===== src/sv/uad_pkg.sv =====
`timescale 1ns / 1ps
`default_nettype none

package uad_pkg;

  localparam int HISTORY_DEPTH_DEF = 10;

  localparam int ECHO_W = 16;
  localparam int DIST_W = 11;
  localparam int HIST_W = 7;
  localparam int FALL_W = 4;
  localparam int THR_W = 4;

  localparam int CFG_IDX_W = 4;
  localparam int CFG_DATA_W = 8;

  localparam logic [CFG_IDX_W-1:0] REG_MAX_DIST = 4'd0;
  localparam logic [CFG_IDX_W-1:0] REG_MIN_DIST = 4'd1;
  localparam logic [CFG_IDX_W-1:0] REG_MIN_FALLS = 4'd2;
  localparam logic [CFG_IDX_W-1:0] REG_FALL_THR = 4'd3;

  localparam logic [HIST_W-1:0] MAX_DIST_RST = 7'd100;
  localparam logic [HIST_W-1:0] MIN_DIST_RST = 7'd10;
  localparam logic [FALL_W-1:0] MIN_FALLS_RST = 4'd5;
  localparam logic [THR_W-1:0] FALL_THR_RST = 4'd1;

  // Division by 58 as a multiply by ceil(2^21 / 58) and a shift; exact for 16-bit widths.
  localparam int RECIP_SHIFT = 21;
  localparam int PROD_W = 32;
  localparam logic [ECHO_W-1:0] RECIP_MUL = 16'd36158;

endpackage

`default_nettype wire


===== src/sv/uad_ifs.sv =====
`timescale 1ns / 1ps
`default_nettype none

interface uad_cfg_if import uad_pkg::*; ();
  logic                  valid;
  logic                  ready;
  logic [CFG_IDX_W-1:0]  index;
  logic [CFG_DATA_W-1:0] data;
  modport source (output valid, index, data, input ready);
  modport sink (input valid, index, data, output ready);
endinterface

interface uad_echo_if import uad_pkg::*; ();
  logic              valid;
  logic              ready;
  logic [ECHO_W-1:0] echo_width_us;
  modport source (output valid, echo_width_us, input ready);
  modport sink (input valid, echo_width_us, output ready);
endinterface

interface uad_result_if import uad_pkg::*; ();
  logic              valid;
  logic              ready;
  logic [DIST_W-1:0] distance_cm;
  logic              sample_accepted;
  logic [FALL_W-1:0] fall_count;
  logic              wall_approaching;
  modport source (output valid, distance_cm, sample_accepted, fall_count, wall_approaching,
                  input ready);
  modport sink (input valid, distance_cm, sample_accepted, fall_count, wall_approaching,
                output ready);
endinterface

`default_nettype wire


===== src/sv/uad_cell.sv =====
`timescale 1ns / 1ps
`default_nettype none

module uad_cell import uad_pkg::*; #(
  parameter int CNT_W = 4
) (
  input  wire logic              clk,
  input  wire logic              rst,
  input  wire logic              shift,
  input  wire logic [HIST_W-1:0] shift_in,
  input  wire logic [HIST_W-1:0] prev_val,
  input  wire logic [CNT_W-1:0]  cnt_in,
  output logic      [HIST_W-1:0] val,
  output logic      [CNT_W-1:0]  cnt
);

  always_ff @(posedge clk) begin
    if (rst) begin
      val <= '0;
    end else if (shift) begin
      val <= shift_in;
    end
  end

  // The running fall count ripples one cell further each cycle.
  always_ff @(posedge clk) begin
    cnt <= cnt_in + CNT_W'(val < prev_val);
  end

endmodule

`default_nettype wire


===== src/sv/uad_chain.sv =====
`timescale 1ns / 1ps
`default_nettype none

module uad_chain import uad_pkg::*; #(
  parameter int DEPTH = HISTORY_DEPTH_DEF
) (
  input  wire logic                     clk,
  input  wire logic                     rst,
  input  wire logic                     shift,
  input  wire logic [HIST_W-1:0]        din,
  output logic      [HIST_W-1:0]        oldest,
  output logic      [HIST_W-1:0]        newest,
  output logic      [$clog2(DEPTH)-1:0] falls
);

  localparam int CNT_W = $clog2(DEPTH);

  logic [HIST_W-1:0] val [DEPTH];
  logic [CNT_W-1:0]  cnt [DEPTH];

  // Cell 0 holds the oldest distance and the last cell the newest.
  for (genvar k = 0; k < DEPTH; k++) begin : g_cell
    logic [HIST_W-1:0] shift_in;
    logic [HIST_W-1:0] prev_val;
    logic [CNT_W-1:0]  cnt_in;

    if (k == DEPTH - 1) begin : g_head
      assign shift_in = din;
    end else begin : g_body
      assign shift_in = val[k+1];
    end

    if (k == 0) begin : g_first
      assign prev_val = val[0];
      assign cnt_in = '0;
    end else begin : g_rest
      assign prev_val = val[k-1];
      assign cnt_in = cnt[k-1];
    end

    uad_cell #(.CNT_W(CNT_W)) u_cell (
      .clk      (clk),
      .rst      (rst),
      .shift    (shift),
      .shift_in (shift_in),
      .prev_val (prev_val),
      .cnt_in   (cnt_in),
      .val      (val[k]),
      .cnt      (cnt[k])
    );
  end

  assign oldest = val[0];
  assign newest = val[DEPTH-1];
  assign falls = cnt[DEPTH-1];

endmodule

`default_nettype wire


===== src/sv/ultrasonic_approach_detector_top.sv =====
// Channel  Role     Payload
// cfg      sink     index, data
// echo     sink     echo_width_us
// result   source   distance_cm, sample_accepted, fall_count, wall_approaching
//
// A stored sample passes from transfer through the states GATE, SCAN and DONE to the result;
// a rejected sample skips SCAN. The scan length is set by the fall count rippling through
// the row of history cells, one cell per cycle.
// Reset clears the history to zeros and loads the register defaults.
// One finished result waits in the output register while the next echo is taken.
`timescale 1ns / 1ps
`default_nettype none

module ultrasonic_approach_detector_top import uad_pkg::*; #(
  parameter int HISTORY_DEPTH = HISTORY_DEPTH_DEF
) (
  input wire logic     clk,
  input wire logic     rst,
  uad_cfg_if.sink      cfg,
  uad_echo_if.sink     echo,
  uad_result_if.source result
);

  localparam int CNT_W = $clog2(HISTORY_DEPTH);
  localparam int CXW = (CNT_W > FALL_W) ? CNT_W : FALL_W;
  localparam int SUM_W = 8 + $clog2(HISTORY_DEPTH);

  localparam logic [1:0] S_IDLE = 2'd0;
  localparam logic [1:0] S_GATE = 2'd1;
  localparam logic [1:0] S_SCAN = 2'd2;
  localparam logic [1:0] S_DONE = 2'd3;

  logic [1:0]        state;
  logic [CNT_W-1:0]  scan_cnt;
  logic [PROD_W-1:0] prod;
  logic [DIST_W-1:0] distance;
  logic [DIST_W-1:0] dist_reg;
  logic              accepted;
  logic              reject;
  logic              shift;
  logic              load_out;

  logic [HIST_W-1:0] max_dist;
  logic [HIST_W-1:0] min_dist;
  logic [FALL_W-1:0] min_falls;
  logic [THR_W-1:0]  fall_thr;

  logic [HIST_W-1:0] oldest;
  logic [HIST_W-1:0] newest;
  logic [CNT_W-1:0]  falls;
  logic [CXW-1:0]    falls_x;
  logic [SUM_W-1:0]  limit;
  logic              wall;

  logic              out_valid;
  logic [DIST_W-1:0] out_dist;
  logic              out_acc;
  logic [FALL_W-1:0] out_falls;
  logic              out_wall;

  assign cfg.ready = 1'b1;

  always_ff @(posedge clk) begin
    if (rst) begin
      max_dist <= MAX_DIST_RST;
      min_dist <= MIN_DIST_RST;
      min_falls <= MIN_FALLS_RST;
      fall_thr <= FALL_THR_RST;
    end else if (cfg.valid) begin
      unique case (cfg.index)
        REG_MAX_DIST:  max_dist <= cfg.data[HIST_W-1:0];
        REG_MIN_DIST:  min_dist <= cfg.data[HIST_W-1:0];
        REG_MIN_FALLS: min_falls <= cfg.data[FALL_W-1:0];
        REG_FALL_THR:  fall_thr <= cfg.data[THR_W-1:0];
        default: ;
      endcase
    end
  end

  assign echo.ready = (state == S_IDLE);

  always_ff @(posedge clk) begin
    if (echo.valid && echo.ready) begin
      prod <= PROD_W'(echo.echo_width_us) * PROD_W'(RECIP_MUL);
    end
  end

  assign distance = prod[RECIP_SHIFT +: DIST_W];
  assign reject = (distance > DIST_W'(max_dist)) || (distance <= DIST_W'(min_dist));
  assign shift = (state == S_GATE) && !reject;

  always_ff @(posedge clk) begin
    if (state == S_GATE) begin
      dist_reg <= distance;
      accepted <= !reject;
    end
  end

  uad_chain #(.DEPTH(HISTORY_DEPTH)) u_chain (
    .clk    (clk),
    .rst    (rst),
    .shift  (shift),
    .din    (distance[HIST_W-1:0]),
    .oldest (oldest),
    .newest (newest),
    .falls  (falls)
  );

  assign load_out = (state == S_DONE) && (!out_valid || result.ready);

  always_ff @(posedge clk) begin
    if (rst) begin
      state <= S_IDLE;
      scan_cnt <= '0;
    end else begin
      unique case (state)
        S_IDLE: begin
          if (echo.valid) begin
            state <= S_GATE;
          end
        end
        S_GATE: begin
          scan_cnt <= CNT_W'(HISTORY_DEPTH - 1);
          state <= reject ? S_DONE : S_SCAN;
        end
        S_SCAN: begin
          if (scan_cnt == '0) begin
            state <= S_DONE;
          end else begin
            scan_cnt <= scan_cnt - 1'b1;
          end
        end
        S_DONE: begin
          if (load_out) begin
            state <= S_IDLE;
          end
        end
        default: state <= S_IDLE;
      endcase
    end
  end

  assign falls_x = CXW'(falls);
  assign limit = SUM_W'(newest) + SUM_W'(fall_thr) * SUM_W'(HISTORY_DEPTH - 1);
  assign wall = accepted && (falls_x >= CXW'(min_falls))
      && (dist_reg < DIST_W'(max_dist)) && (SUM_W'(oldest) > limit);

  always_ff @(posedge clk) begin
    if (rst) begin
      out_valid <= 1'b0;
    end else if (load_out) begin
      out_valid <= 1'b1;
    end else if (result.ready) begin
      out_valid <= 1'b0;
    end
  end

  always_ff @(posedge clk) begin
    if (load_out) begin
      out_dist <= dist_reg;
      out_acc <= accepted;
      out_falls <= accepted ? falls_x[FALL_W-1:0] : '0;
      out_wall <= wall;
    end
  end

  assign result.valid = out_valid;
  assign result.distance_cm = out_dist;
  assign result.sample_accepted = out_acc;
  assign result.fall_count = out_falls;
  assign result.wall_approaching = out_wall;

endmodule

`default_nettype wire


===== src/flat_wrapper.sv =====
// flat-port wrapper written by rule: the top's interface ports become plain ports
module ultrasonic_approach_detector_top_flat import uad_pkg::*;
#(
  parameter int HISTORY_DEPTH = HISTORY_DEPTH_DEF
)
  (clk, rst, cfg_valid, cfg_index, cfg_data, cfg_ready, echo_valid, echo_echo_width_us, echo_ready, result_valid, result_distance_cm, result_sample_accepted, result_fall_count, result_wall_approaching, result_ready);
  uad_cfg_if cfg_i ();
  uad_echo_if echo_i ();
  uad_result_if result_i ();
  input wire logic clk;
  input wire logic rst;
  input wire logic [$bits(cfg_i.valid)-1:0] cfg_valid;
  input wire logic [$bits(cfg_i.index)-1:0] cfg_index;
  input wire logic [$bits(cfg_i.data)-1:0] cfg_data;
  output wire logic [$bits(cfg_i.ready)-1:0] cfg_ready;
  input wire logic [$bits(echo_i.valid)-1:0] echo_valid;
  input wire logic [$bits(echo_i.echo_width_us)-1:0] echo_echo_width_us;
  output wire logic [$bits(echo_i.ready)-1:0] echo_ready;
  output wire logic [$bits(result_i.valid)-1:0] result_valid;
  output wire logic [$bits(result_i.distance_cm)-1:0] result_distance_cm;
  output wire logic [$bits(result_i.sample_accepted)-1:0] result_sample_accepted;
  output wire logic [$bits(result_i.fall_count)-1:0] result_fall_count;
  output wire logic [$bits(result_i.wall_approaching)-1:0] result_wall_approaching;
  input wire logic [$bits(result_i.ready)-1:0] result_ready;
  assign cfg_i.valid = cfg_valid;
  assign cfg_i.index = cfg_index;
  assign cfg_i.data = cfg_data;
  assign cfg_ready = cfg_i.ready;
  assign echo_i.valid = echo_valid;
  assign echo_i.echo_width_us = echo_echo_width_us;
  assign echo_ready = echo_i.ready;
  assign result_valid = result_i.valid;
  assign result_distance_cm = result_i.distance_cm;
  assign result_sample_accepted = result_i.sample_accepted;
  assign result_fall_count = result_i.fall_count;
  assign result_wall_approaching = result_i.wall_approaching;
  assign result_i.ready = result_ready;
  ultrasonic_approach_detector_top #(.HISTORY_DEPTH(HISTORY_DEPTH)) u_core (.clk(clk), .rst(rst), .cfg(cfg_i), .echo(echo_i), .result(result_i));
endmodule

===== config.mk =====
export PLATFORM = sky130hd
export DESIGN_NAME = ultrasonic_approach_detector_top_flat
export DESIGN_NICKNAME = d
export VERILOG_FILES = /design/src/sv/uad_pkg.sv /design/src/sv/uad_ifs.sv /design/src/sv/uad_cell.sv /design/src/sv/uad_chain.sv /design/src/sv/ultrasonic_approach_detector_top.sv /design/src/flat_wrapper.sv
export SDC_FILE = /design/constraint.sdc
export NUM_CORES = 1
export LEC_CHECK = 0
export ABC_AREA = 1
export BUFFER_PORTS_ARGS = -buffer_cell sky130_fd_sc_hd__buf_4
export CORE_AREA = 2 2 145 147
export CTS_BUF_LIST = sky130_fd_sc_hd__clkbuf_4 sky130_fd_sc_hd__clkbuf_8
export DETAILED_ROUTE_END_ITERATION = 10
export DIE_AREA = 0 0 147 149
export PLACE_DENSITY = 0.86
export SETUP_SLACK_MARGIN = 0.05
export SLEW_MARGIN = 20
export SYNTH_ARGS = -nofsm -noshare
export SYNTH_HDL_FRONTEND = slang
export SYNTH_SLANG_ARGS = --single-unit

===== constraint.sdc =====
create_clock -name clk -period 10.2 [get_ports clk]
set_input_delay 2.04 -clock clk [delete_from_list [all_inputs] [get_ports clk]]
set_output_delay 2.04 -clock clk [all_outputs]
set_load 0.01 [all_outputs]

Word-level counts from Yosys, hierarchy flattened
Index checks and enable logic that the tools add are counted.
{"block": "word_totals", "ff_bits": 196, "inputBits": 33}
{"block": "op_classes", "add_sub_neg": 11, "mul": 2, "order_cmp": 15, "eq_ne": 10, "n_mux": 9, "reduce_logical": 21}
{"cell": "$lt 7x7->1", "count": 10}
{"cell": "$add 4x1->4", "count": 8}
{"cell": "$mul 16x15->31 const B", "count": 1}
{"cell": "$gt 7x12->1", "count": 1}
{"cell": "$gt 11x7->1", "count": 1}
{"cell": "$le 11x7->1", "count": 1}
{"cell": "$lt 11x7->1", "count": 1}
{"cell": "$reduce_and 2->1", "count": 5}
{"cell": "$add 7x8->9", "count": 1}
{"cell": "$eq 4x2->1 const B", "count": 2}
{"cell": "$logic_not 4->1", "count": 2}
{"cell": "$mul 4x4->8 const B", "count": 1}
{"cell": "$pmux 2 s4", "count": 1}
{"cell": "$pmux 4 s2", "count": 1}
{"cell": "$logic_and 1x1->1", "count": 6}
{"cell": "$mux 2", "count": 3}
{"cell": "$eq 2x2->1 const B", "count": 2}
{"cell": "$eq 4x1->1 const B", "count": 1}
{"cell": "$ge 4x4->1", "count": 1}
{"cell": "$mux 4", "count": 1}
{"cell": "$ne 2x1->1 const B", "count": 2}
{"cell": "$ne 2x2->1 const B", "count": 2}
{"cell": "$reduce_bool 2->1", "count": 2}
{"cell": "$sub 4x1->4 const B", "count": 1}
{"cell": "other kinds (7)", "count": 11}

Depth between registers and ports, before layout
{"block": "depth", "depth_word": 5, "mapped_depth": 23, "mapped_depth_nobuf": 23}

Modules after synthesis
A second synthesis with hierarchy kept.
{"block": "unflattened", "cells_unflattened": 1663, "area_unflattened_um2": 13952.1}
{"module": "ultrasonic_approach_detector_top", "instances": 1, "area_each_um2": 8630.8, "cells_per_inst": 992}
{"module": "uad_cell", "instances": 10, "area_each_um2": 531.8, "cells_per_inst": 67}
{"module": "uad_chain", "instances": 1, "area_each_um2": 3.8, "cells_per_inst": 1}

Worst setup path after synthesis
Ideal clock, no wire load.
{"block": "synth_path", "kind": "in2reg", "startpoint": "input port echo_echo_width_us[11]", "endpoint": "register u_core.prod[31] (data pin)", "stages": 18, "required_ns": 9.948, "slack_ns": 3.584, "path_buffers": 0, "arrival_time_ns": 6.364, "setup_time_ns": 0.252, "path_cell_list": "fa_1 inv_1 fa_1 inv_1 fa_1 fa_1 fa_1 inv_1 fa_1 inv_1 ha_1 a21oi_1 a21boi_0 o21ai_0 o21ai_0 nand2_1 nand2_1 nand2_1"}
{"block": "synth_via", "elab_chain_cells": 1}
{"item": "start: declaration", "line": "flat_wrapper.sv:17", "text": "input wire logic [$bits(echo_i.echo_width_us)-1:0] echo_echo_width_us;"}
{"item": "$mul 16x15->31", "line": "ultrasonic_approach_detector_top.sv:84", "text": "prod <= PROD_W'(echo.echo_width_us) * PROD_W'(RECIP_MUL);"}
{"item": "end signal: assignment", "line": "ultrasonic_approach_detector_top.sv:84"}
{"item": "end: declaration", "line": "ultrasonic_approach_detector_top.sv:35", "text": "logic [PROD_W-1:0] prod;"}
Every way passes these cells.
A chain may end at the register's enable or synchronous reset.

Worst setup path in the final report
Same ends and word-level chain as after synthesis.

==> key figures <==
Status
  – Status: finished clean

Final layout
  – Design area: 13990 µm²
  – Register area: 3804 µm²
  – Footprint of the multi-input gates: 7974 µm²
  – Top flop regs: u_core.u_chain.g_cell.u_cell.val (70), u_core.u_chain.g_cell.u_cell.cnt (31)
  – Max reg flops: 70
  – Synthesis-to-finish area growth: 6.944%
  – Share of layout cells above drive strength 1: 6.942%
  – # diodes: 0
  – Layout Nets: 1872
  – Fillcell total: 1563
  – Biggest register: u_core.u_chain.g_cell.u_cell.val

Worst setup path
  – CP Class: primary input to flip-flop
  – Top Family by Delay on Critical Path: adder cells
  – Crit path buf inv count: 5
  – CP cell instances: buf_4 -> fa_1 -> inv_1 -> fa_1 -> inv_1 -> fa_1 -> fa_1 -> fa_1 -> inv_1 -> fa_1 -> inv_1 -> ha_1 -> a21oi_1 -> a21boi_0 -> o21ai_0 -> o21ai_0 -> nand2_1 -> nand2_1 -> nand2_1
  – CP arrival: 6.94 ns
  – CP most frequent cell: fa_1
  – WP data required: 10.42 ns
  – Critical path startpoint: echo_echo_width_us[11]
  – CP max-delay cell: fa_1
  – R2R depth: 13
  – Worst R2R Start: u_core.fall_thr[0]
  – Reg2reg end: u_core.result.wall_approaching
  – Crit. End Element: flip-flop
  – Crit path launch type: primary input
  – Worst Path Max Fanout: 7
  – Maximum single-stage delay on the critical path: 0.55 ns
  – Flop2flop setup slack: 7.21 ns

Synthesis
  – Post-synth top area share: 22.86%
  – Yosys reg bits: 170
  – Synth Net Count: 1827
  – Ys async rst share: 0%
  – Synth Cell Area: 13080 µm²
  – Post-synth EDFFs: 40
  – Sequential area share after synthesis: 29.08%
  – YS warnings: 0
  – Synth Instances: 1470
  – Ys flop type: dfxtp_1
  – Most area-hungry cell type in the Yosys netlist: ha_1
  – Unique masters post-synth: 44
  – Synthesized area per cell: 8.899 µm²
  – Largest cells by area after synthesis: ha_1 23%, dfxtp_1 20%, fa_1 13%

Die
  – Core Footprint: 20560 µm²
  – Num ports: 53
  – Initial Utilization: 63.63%
  – Row count: 53
  – DIE WIDTH: 147 µm
  – Die Area: 21900 µm²
  – Die Y: 149 µm

CTS
  – Longest Clk Path Bufs: 2
  – CTS buffer count: 17
  – CTS root buf: clkbuf_8
  – Setup Buffers After CTS: 0
  – H-tree Lvls: 4
  – TritonCTS clock tree: built
  – Hold buffers post-CTS: 0
  – CTS resizes: 0
  – Worst-Skew Late Latency: 0.45 ns
  – Worst-path clk slew: 0.09 ns
  – Clock sink count: 170

Global route
  – First-pass GRT wire length: 45.66 mm
  – Largest net degree at the start of global routing: 132
  – GRT overflow: 0
  – Initial antenna violation count: 0
  – Vias in the first global route: 10363
  – Total GRT Usage: 25.66%

Worst hold path
  – Hold Crit Class: flip-flop to flip-flop
  – Hold Path Sink: u_core.u_chain.g_cell[4].u_cell.cnt[3]
  – Hold path depth: 1
  – Hold path start: u_core.u_chain.g_cell[3].u_cell.cnt[3]

Power
  – Part of the power in the clock network: 12.3%
  – Pwr Density: 254.3 nW/µm²
  – VDD IR max: 0.1727 mV
  – Reg power frac: 26.0%
  – Power share of the combinational group: 61.7%
  – Psw: 1685 µW
  – P_int: 1873 µW
  – LEAKAGE: 0.006899 µW
  – Net Sw Frac: 47.37%

Placement
  – Port Buf Inserts: 50
  – Area after DPL: 13630 µm²
  – GPL Wtd Cong: 0.9457
  – Post-detail-place hpwl: 21.69 mm

STA
  – Final min period: 6.716 ns
  – Max Clk Rate: 148.9 MHz
  – Setup Skew: 0.01169 ns
  – RSZ-0062 raised after global routing: false
  – Fin. Hold Viols: 0
  – Worst-case headroom to the max-slew limit: 31.26%
  – Post-route setup TNS: 0 ns
  – Final period util: 65.85%
  – Max-slew violations: 0
  – Worst Tran Pin Value: 1.031 ns
  – Setup violators final: 0

Detailed routing
  – Residual DRC count: 0
  – Vias per cell: 5.519
  – Vias: 9945
  – Post-route ant nets: 0
  – Final wirelength: 26.95 mm
  – Routed WL per cell: 14.95 µm
  – Iter 0 DRT Violations: 566
  – Number of iterations in the first detailed-routing pass: 5

Flow run
  – Max Cap Viol: 0
## cells in the final DEF (no fill, tap or decap), drive strengths merged, types with 4 or more instances in the layout
master and count:
nand3 53, nor2 75, clkbuf 22, xnor2 10, a21o 9, ha 239, a31oi 5, nor3 11
clkinv 6, xor2 17, nand4 17, a21oi 157, a2111oi 9, dfxtp 130, o211ai 5, buf 53
nand2 163, o21ai 103, o21a 4, inv 298, o21bai 4, fa 85, edfxtp 40
## per-layer routing
layer  vias to the layer above  global-route usage, %  wire length (µm)
li1                       4932                      -                 -
met5                         -                      0                 0
met1                      4682                  29.77             11180
met4                         0                  11.49               886
met3                        76                  4.281              1089
met2                       255                  46.76             13790
## final cells by class
type,instances,share of cell area (%)
clock buffer,22,2.120
clock inverter,9,0.4472
inverter,295,7.915
multi-input combinational,978,57.00
sequential,170,27.19
tap,275,2.460
timing repair buffer,53,2.871
## worst max-delay path by stage
stage / endpoint / slack, ns / cells after the start
after floorplan: u_core.prod[31] / 3.58 / 18
after global placement: u_core.prod[31] / 3.06 / 19
after detailed placement: u_core.prod[31] / 3.01 / 19
after CTS: u_core.prod[31] / 3.48 / 19
after global routing: u_core.prod[31] / 3.18 / 20
final: u_core.prod[31] / 3.48 / 19
## per-stage QoR
stage / power [µW] / hold slack [ns] / instances / utilization, % / setup WS (ns)
5_1_grt: 3938 / 0.4682 / 1802 / 68.05 / 3.183
4_1_cts: 3562 / 0.4438 / 1802 / 68.03 / 3.479
6_report: 3558 / 0.4432 / 1802 / 68.05 / 3.484
2_1_floorplan: 2559 / 0.4124 / 1470 / - / 3.584
3_5_place_dp: 3110 / 0.4283 / 1771 / 66.29 / 3.011
3_3_place_gp: 3031 / 0.4172 / 1771 / 66.29 / 3.057
## power by group through the flow
stage / Clock, µW / Sequential (µW) / Combinational [µW]
after floorplan: 0 / 913 / 1650
after global placement: 0 / 932 / 2100
after detailed placement: 0 / 937 / 2170
after CTS: 444 / 923 / 2190
after global routing: 466 / 936 / 2540
final: 438 / 924 / 2200
## cells in the mapped netlist (4+ instances only)
cell type / number
a2111oi_0: 9
a21o_1: 9
a21oi_1: 149
a21oi_2: 8
a31oi_1: 5
buf_6: 6
clkbuf_1: 11
clkbuf_2: 5
dfxtp_1: 130
edfxtp_1: 40
fa_1: 85
ha_1: 239
inv_1: 293
nand2_1: 155
nand2_2: 8
nand3_1: 51
nand4_1: 17
nor2_1: 74
nor3_1: 11
o211ai_1: 5
o21a_1: 4
o21ai_0: 93
o21ai_1: 10
o21bai_1: 4
xnor2_1: 10
xor2_1: 17
## kinds of logic (layout without fill, tap and decap cells)
logic type / count (synthesis) / count (layout) / synth area share (%)
AO/OA/AOI/OAI: 301 / 301 / 12.58
XOR/XNOR: 27 / 27 / 1.808
adder cells (fa/ha/maj): 324 / 324 / 35.87
buffers and inverters: 322 / 379 / 9.966
flip-flops: 170 / 170 / 29.08
other: 2 / 2 / 0.05741
AND/OR/NAND/NOR: 324 / 324 / 10.65
(Power assumes the default switching activity.)
